### src/hw/rtl/dct2_pkg.sv
// shared types, constants and cosine tables of the 2d dct block
// no dependencies
package dct2_pkg;

    localparam int DATA_W     = 24;
    localparam int PART_W     = 32;
    localparam int THR_W      = 23;
    localparam int KW         = 6;
    localparam int MAX_ADDR_W = 6;
    localparam int ROWS_DEF   = 8;
    localparam int COLS_DEF   = 8;
    localparam int CFG_IDX_W  = 1;

    localparam logic [CFG_IDX_W-1:0] CFG_DIRECTION = 1'd0;
    localparam logic [CFG_IDX_W-1:0] CFG_THRESHOLD = 1'd1;

    // cos(pi*k/(2L)) in Q.14, row L-2
    localparam logic [14:0] COS_TAB [0:6][0:8] = '{
        '{15'd16384, 15'd11585, 15'd0, 15'd0, 15'd0, 15'd0, 15'd0, 15'd0, 15'd0},
        '{15'd16384, 15'd14189, 15'd8192, 15'd0, 15'd0, 15'd0, 15'd0, 15'd0, 15'd0},
        '{15'd16384, 15'd15137, 15'd11585, 15'd6270, 15'd0, 15'd0, 15'd0, 15'd0, 15'd0},
        '{15'd16384, 15'd15582, 15'd13255, 15'd9630, 15'd5063, 15'd0, 15'd0, 15'd0, 15'd0},
        '{15'd16384, 15'd15826, 15'd14189, 15'd11585, 15'd8192, 15'd4240, 15'd0, 15'd0,
          15'd0},
        '{15'd16384, 15'd15973, 15'd14761, 15'd12810, 15'd10215, 15'd7109, 15'd3646, 15'd0,
          15'd0},
        '{15'd16384, 15'd16069, 15'd15137, 15'd13623, 15'd11585, 15'd9102, 15'd6270,
          15'd3196, 15'd0}
    };
    localparam logic [14:0] DC_TAB [0:6] = '{15'd11585, 15'd9459, 15'd8192, 15'd7327,
                                             15'd6689, 15'd6193, 15'd5793};
    localparam logic [14:0] AC_TAB [0:6] = '{15'd16384, 15'd13377, 15'd11585, 15'd10362,
                                             15'd9459, 15'd8758, 15'd8192};

    typedef struct packed {
        logic                  valid;
        logic                  first;
        logic                  last;
        logic                  col;
        logic [MAX_ADDR_W-1:0] dest;
    } t_mac_ctl;

    typedef struct packed {
        logic                  valid;
        logic                  col;
        logic [MAX_ADDR_W-1:0] dest;
        logic [PART_W-1:0]     data;
    } t_mac_wr;

    // signed cosine for angle index k of a length-len transform (k below 4*len)
    function automatic logic signed [15:0] dct2_cos(input int len, input logic [KW-1:0] k);
        int          kk;
        logic [3:0]  j;
        logic        neg;
        logic [15:0] mag;
        kk = int'(k);
        if (kk <= len) begin
            j   = 4'(kk);
            neg = 1'b0;
        end else if (kk <= 2 * len) begin
            j   = 4'(2 * len - kk);
            neg = 1'b1;
        end else if (kk <= 3 * len) begin
            j   = 4'(kk - 2 * len);
            neg = 1'b1;
        end else begin
            j   = 4'(4 * len - kk);
            neg = 1'b0;
        end
        mag = {1'b0, COS_TAB[len-2][j]};
        return neg ? -$signed(mag) : $signed(mag);
    endfunction

    function automatic logic signed [15:0] dct2_fac(input int len, input logic dc);
        return dc ? $signed({1'b0, DC_TAB[len-2]}) : $signed({1'b0, AC_TAB[len-2]});
    endfunction

endpackage

### src/hw/rtl/dct2_mac.sv
// shared multiply-accumulate pipeline: two multiplies, accumulate, round and clamp
// depends on dct2_pkg
module dct2_mac (
    input  logic                                i_clk,
    input  logic                                i_rst_n,
    input  dct2_pkg::t_mac_ctl                  i_ctl,
    input  logic signed [dct2_pkg::PART_W-1:0]  i_operand,
    input  logic signed [15:0]                  i_fac,
    input  logic signed [15:0]                  i_cos,
    input  logic                                i_inv,
    input  logic [dct2_pkg::THR_W-1:0]          i_threshold,
    output dct2_pkg::t_mac_wr                   o_wr,
    output logic                                o_busy
);
    import dct2_pkg::*;

    t_mac_ctl           r_ctl2, r_ctl3, r_ctl4;
    logic signed [47:0] r_p1;
    logic signed [15:0] r_cos2;
    logic signed [63:0] r_p2;
    logic signed [63:0] r_acc;
    logic signed [63:0] r_sum;
    logic signed [63:0] acc_in;
    logic signed [63:0] rnd_row, rnd_fwd, sh_inv;
    logic [PART_W-1:0]  row_val;
    logic [DATA_W-1:0]  fwd_val, inv_val, col_val;
    logic [DATA_W:0]    fwd_mag;
    t_mac_wr            r_wr;

    assign acc_in = r_ctl3.first ? r_p2 : r_acc + r_p2;

    always_ff @(posedge i_clk) begin
        if (!i_rst_n) begin
            r_ctl2 <= '0;
            r_ctl3 <= '0;
            r_ctl4 <= '0;
        end else begin
            r_ctl2 <= i_ctl;
            r_ctl3 <= r_ctl2;
            r_ctl4 <= '{valid: r_ctl3.valid & r_ctl3.last,
                        first: r_ctl3.first,
                        last:  r_ctl3.last,
                        col:   r_ctl3.col,
                        dest:  r_ctl3.dest};
        end
    end

    always_ff @(posedge i_clk) begin
        r_p1   <= i_operand * i_fac;
        r_cos2 <= i_cos;
        r_p2   <= r_p1 * r_cos2;
        if (r_ctl3.valid) begin
            r_acc <= acc_in;
        end
        if (r_ctl3.valid && r_ctl3.last) begin
            r_sum <= acc_in;
        end
    end

    // result formats: row Q.8 sat 32, forward Q.4 sat 24, inverse floor clamp 0..255
    always_comb begin
        rnd_row = (r_sum + 64'sd524288) >>> 20;
        rnd_fwd = (r_sum + 64'sd2147483648) >>> 32;
        sh_inv  = r_sum >>> 40;
        if (rnd_row > 64'sd2147483647) begin
            row_val = 32'h7fff_ffff;
        end else if (rnd_row < -64'sd2147483648) begin
            row_val = 32'h8000_0000;
        end else begin
            row_val = rnd_row[PART_W-1:0];
        end
        if (rnd_fwd > 64'sd8388607) begin
            fwd_val = 24'h7f_ffff;
        end else if (rnd_fwd < -64'sd8388608) begin
            fwd_val = 24'h80_0000;
        end else begin
            fwd_val = rnd_fwd[DATA_W-1:0];
        end
        fwd_mag = fwd_val[DATA_W-1] ? -{1'b1, fwd_val} : {1'b0, fwd_val};
        if (fwd_mag < {2'b00, i_threshold}) begin
            fwd_val = '0;
        end
        if (r_sum < 0) begin
            inv_val = '0;
        end else if (sh_inv > 64'sd255) begin
            inv_val = 24'd255;
        end else begin
            inv_val = sh_inv[DATA_W-1:0];
        end
        col_val = i_inv ? inv_val : fwd_val;
    end

    always_ff @(posedge i_clk) begin
        if (!i_rst_n) begin
            r_wr.valid <= 1'b0;
        end else begin
            r_wr.valid <= r_ctl4.valid;
        end
        r_wr.col  <= r_ctl4.col;
        r_wr.dest <= r_ctl4.dest;
        r_wr.data <= r_ctl4.col ? {{(PART_W-DATA_W){col_val[DATA_W-1]}}, col_val} : row_val;
    end

    assign o_wr   = r_wr;
    assign o_busy = r_ctl2.valid | r_ctl3.valid | r_ctl4.valid | r_wr.valid;

endmodule

### config.mk
export PLATFORM = sky130hd
export DESIGN_NAME = dct2_mac
export DESIGN_NICKNAME = d
export VERILOG_FILES = /design/src/hw/rtl/dct2_pkg.sv /design/src/hw/rtl/dct2_mac.sv
export SDC_FILE = /design/constraint.sdc
export NUM_CORES = 2
export LEC_CHECK = 0
export ABC_AREA = 1
export BUFFER_PORTS_ARGS = -buffer_cell sky130_fd_sc_hd__buf_2
export CAP_MARGIN = 25
export CORE_MARGIN = 3
export CORE_UTILIZATION = 35
export CTS_BUF_LIST = sky130_fd_sc_hd__clkbuf_8
export CTS_CLUSTER_DIAMETER = 80
export DETAILED_ROUTE_END_ITERATION = 7
export GPL_TIMING_DRIVEN = 0
export PLACE_DENSITY = 0.5
export SYNTH_ARGS = -nofsm -noshare
export SYNTH_HDL_FRONTEND = slang
export SYNTH_SLANG_ARGS = --single-unit
### constraint.sdc
create_clock -name i_clk -period 7.1 [get_ports i_clk]
set_input_delay 0 -clock i_clk [delete_from_list [all_inputs] [get_ports i_clk]]
set_output_delay 0 -clock i_clk [all_outputs]
set_load 0.1 [all_outputs]
==> impl_metrics.json <==
{
  "endpoint_kind": "flip-flop",
  "fin_setup_tns_ns": 0,
  "netlist_area_sq_um": 60500,
  "row_count": 151,
  "outcome": "finished, final reports clean",
  "fin_skew_ns": 0.0693,
  "cts_made_buffers": 56,
  "max_freq_mhz": 142,
  "slew_headroom_pct": 29.4,
  "root_buffer": "clkbuf_8",
  "ant_nets": 0,
  "grt_pass1_vias": 53100,
  "cts_tree": "done",
  "rsz0062_at_grt": "true",
  "vias_per_cell": 4.79,
  "crit_chain": "buf_2 -> buf_1 -> buf_8 -> nand2_1 -> fa_1 -> inv_1 -> fa_1 -> fa_1 -> fa_1 -> fa_1 -> fa_1 -> ha_1 -> a21oi_1 -> inv_1 -> a31oi_1 -> o21ai_1 -> o21ai_0 -> o2111ai_1 -> xor2_1",
  "htree_levels": 2,
  "min_period_over_period_pct": 98.9,
  "critical-path-slowest-cell": "fa_1",
  "drive_gt1_share_pct": 6.56,
  "vias": 49400,
  "layout.cells.non_filler": 10300,
  "syn-num-nets": 9326,
  "drc": 0,
  "crit_path_max_fanout": 10,
  "crit_path_max_incr_delay_ns": 0.55,
  "synth_warnings": 0,
  "grt_first_pass_wirelength_um": 321000,
  "syn2layout_area_growth_pct": 9.91,
  "clk_latency_ns": 0.78,
  "wl_per_cell_um": 20.3,
  "min_path_type": "input pin to flip-flop",
  "drtIter0Drc": 3069,
  "synthCells": 7680,
  "antenna_found_initial": 2,
  "die_h_um": 422,
  "crit_path_start_kind": "flip-flop",
  "drt-total-wl_um": 209000,
  "synthArstFlopShare_pct": 0,
  "yosys_most_used_dff": "dfxtp_1",
  "regToRegEndpoint": "r_p2[57]",
  "crit_path_end": "r_p2[57]",
  "die_area_sq_um": 178000,
  "synth_edf_count": 109,
  "fillers": 17900,
  "crit_family": "adder cells",
  "detailed_place_hpwl_um": 179000,
  "fp.dieW_um": 422,
  "cap_violations": 0,
  "worstMarginPinSlew_ns": 1.06,
  "multiInputGateArea_sq_um": 44300,
  "grtUsageTotal_pct": 23.7,
  "crit_cells": 19,
  "ys_ff_latch": 305,
  "critical_path_required_ns": 7.75,
  "timing_worst_setup_path_type": "flip-flop to flip-flop",
  "numClockSinks": 305,
  "r2r-start": "r_cos2[14]",
  "cp_num_buf_inv": 5,
  "grt_max_degree": 59,
  "final_net_count": 9599,
  "fin_area_sq_um": 66500,
  "core_sq_um": 171000,
  "initial_utilization_pct": 35.4,
  "crit_start": "r_cos2[14]",
  "ys_seq_area_share_pct": 11.9,
  "clkTransAtPathRegs_ns": 0.06,
  "cts_buffer_depth": 3,
  "placed_area_sq_um": 64200,
  "setup_violations": 0,
  "overflow": 0,
  "ioPinCount": 141,
  "gp_congestion": 0.944,
  "port_buffers": 138,
  "hold_viol": 0,
  "place_inst": 10100,
  "worstPathArrival_ns": 7.67,
  "r2r_cells": 19,
  "crit_top_cell": "fa_1",
  "synth_cell_type_count": 56,
  "firstDrtPassIters": 6,
  "period_minus_slack_ns": 7.02,
  "slew_viol_final": 0,
  "avgSynthCellArea_sq_um": 7.87,
  "regArea_sq_um": 7220,
  "regToRegSetupSlack_ns": 0.08
}
[what timing repair did]
item,CTS,global route
pin swaps,1,0
gates cloned,0,0
endpoints found under the setup margin,48,41
gates resized for setup,91,138
setup buffers,1,4
hold buffers,71,0
endpoints found under the hold margin,71,0
[placed cells by master (no fill, tap or decap), types with 13 or more instances in the layout]
| cell type | n |
|---|---|
| nand4_1 | 42 |
| o211ai_1 | 15 |
| o21a_1 | 25 |
| clkbuf_2 | 60 |
| nor2_1 | 330 |
| clkbuf_1 | 137 |
| inv_1 | 2135 |
| buf_2 | 153 |
| xor2_1 | 132 |
| dfxtp_1 | 184 |
| nand3_1 | 118 |
| ha_1 | 348 |
| or2_2 | 95 |
| a21oi_1 | 262 |
| xnor2_1 | 71 |
| fa_1 | 1194 |
| nor3_1 | 34 |
| nor2_2 | 13 |
| edfxtp_1 | 109 |
| a31oi_1 | 66 |
| nand2_2 | 20 |
| nor4_1 | 15 |
| clkbuf_8 | 68 |
| dlygate4sd3_1 | 71 |
| o21ai_0 | 144 |
| nand2_1 | 1938 |
[layout make-up]
type | instances | share of cell area [%]
Antenna cell | 2 | 0.00753
Buffer | 250 | 1.79
Clock buffer | 66 | 1.37
Clock inverter | 40 | 0.536
Inverter | 2126 | 12.0
Multi-Input combinational cell | 4989 | 66.7
Sequential cell | 305 | 10.9
Tap cell | 2295 | 4.32
Timing Repair Buffer | 225 | 2.44
[synthesized netlist by cell type, drive strengths merged, types with 7 or more instances]
cell / n / share of area (%)
nand3: 118 / 0.98
xnor2: 71 / 1.0
clkbuf: 225 / 1.4
buf: 35 / 0.31
nor3: 37 / 0.32
a21oi: 271 / 2.3
dfxtp: 196 / 6.5
edfxtp: 109 / 5.4
fa: 1197 / 40
a31oi: 66 / 0.68
a21o: 12 / 0.15
nand2: 1961 / 12
o21ai: 156 / 1.3
nor4: 15 / 0.16
inv: 2123 / 13
nand4: 44 / 0.49
a21boi: 18 / 0.22
or2: 96 / 0.99
o211ai: 15 / 0.19
xor2: 132 / 1.9
nor2: 349 / 2.3
o21a: 25 / 0.31
o21bai: 12 / 0.15
a221oi: 7 / 0.10
ha: 349 / 7.2
[cell families (layout without fill, tap and decap cells)]
| logic type | after synthesis | in the layout | synth area share (%) |
|---|---|---|---|
| adder cells (fa/ha/maj) | 1546 | 1546 | 46.8 |
| XOR/XNOR | 203 | 203 | 2.94 |
| flip-flops | 305 | 305 | 11.9 |
| buffers and inverters | 2386 | 2707 | 14.9 |
| AND/OR/NAND/NOR | 2631 | 2631 | 17.7 |
| other | 0 | 2 | 0 |
| AO/OA/AOI/OAI | 609 | 609 | 5.75 |
[routing by layer]
metal  GRT usage [%]  wire [um]  up-vias
met1            28.4      83300    24600
met3            2.58       9890      418
met4            10.7      11300        0
met5               0          0        -
li1                -          -    22900
met2            42.5     105000     1402
[sequential cells by signal, indices dropped and copies added (netlist names), 10 cells and up]
| register | count |
|---|---|
| o_wr | 40 |
| r_acc | 64 |
| r_cos2 | 16 |
| r_ctl2 | 10 |
| r_ctl3 | 10 |
| r_p1 | 48 |
| r_p2 | 64 |
| r_sum | 45 |
[worst min path at each step]
stage                            to  slack (ns)            start  depth (start not counted)
after floorplan           r_cos2[0]        0.03         i_cos[0]                          0
after global placement    r_cos2[5]        0.10         i_cos[5]                          1
after detailed placement  r_cos2[5]        0.10         i_cos[5]                          1
after CTS                   o_wr[2]        0.01  i_threshold[21]                          9
after global routing        o_wr[2]        0.13  i_threshold[21]                          9
final                       o_wr[2]        0.08  i_threshold[21]                          9
[worst min-delay path: stages]
cell	delay [ns]
buf_2	0.10
inv_1	0.05
ha_1	0.12
nand2_1	0.05
inv_1	0.04
nand2_1	0.08
nand2_4	0.12
nand2_1	0.09
a21oi_1	0.15
[metrics by stage]
step	utilization [%]	hold slack (ns)	worst slack, ns
finish	39.0	0.0760	0.0814
global placement	37.5	0.104	-2.24
CTS	38.9	0.0145	0.00290
detailed placement	37.6	0.104	-2.08
global route	39.0	0.126	-0.107
floorplan	-	0.0277	0.603
Power is not shown: default switching activity piles up to over one toggle a cycle in this logic, so the estimate is an artifact.
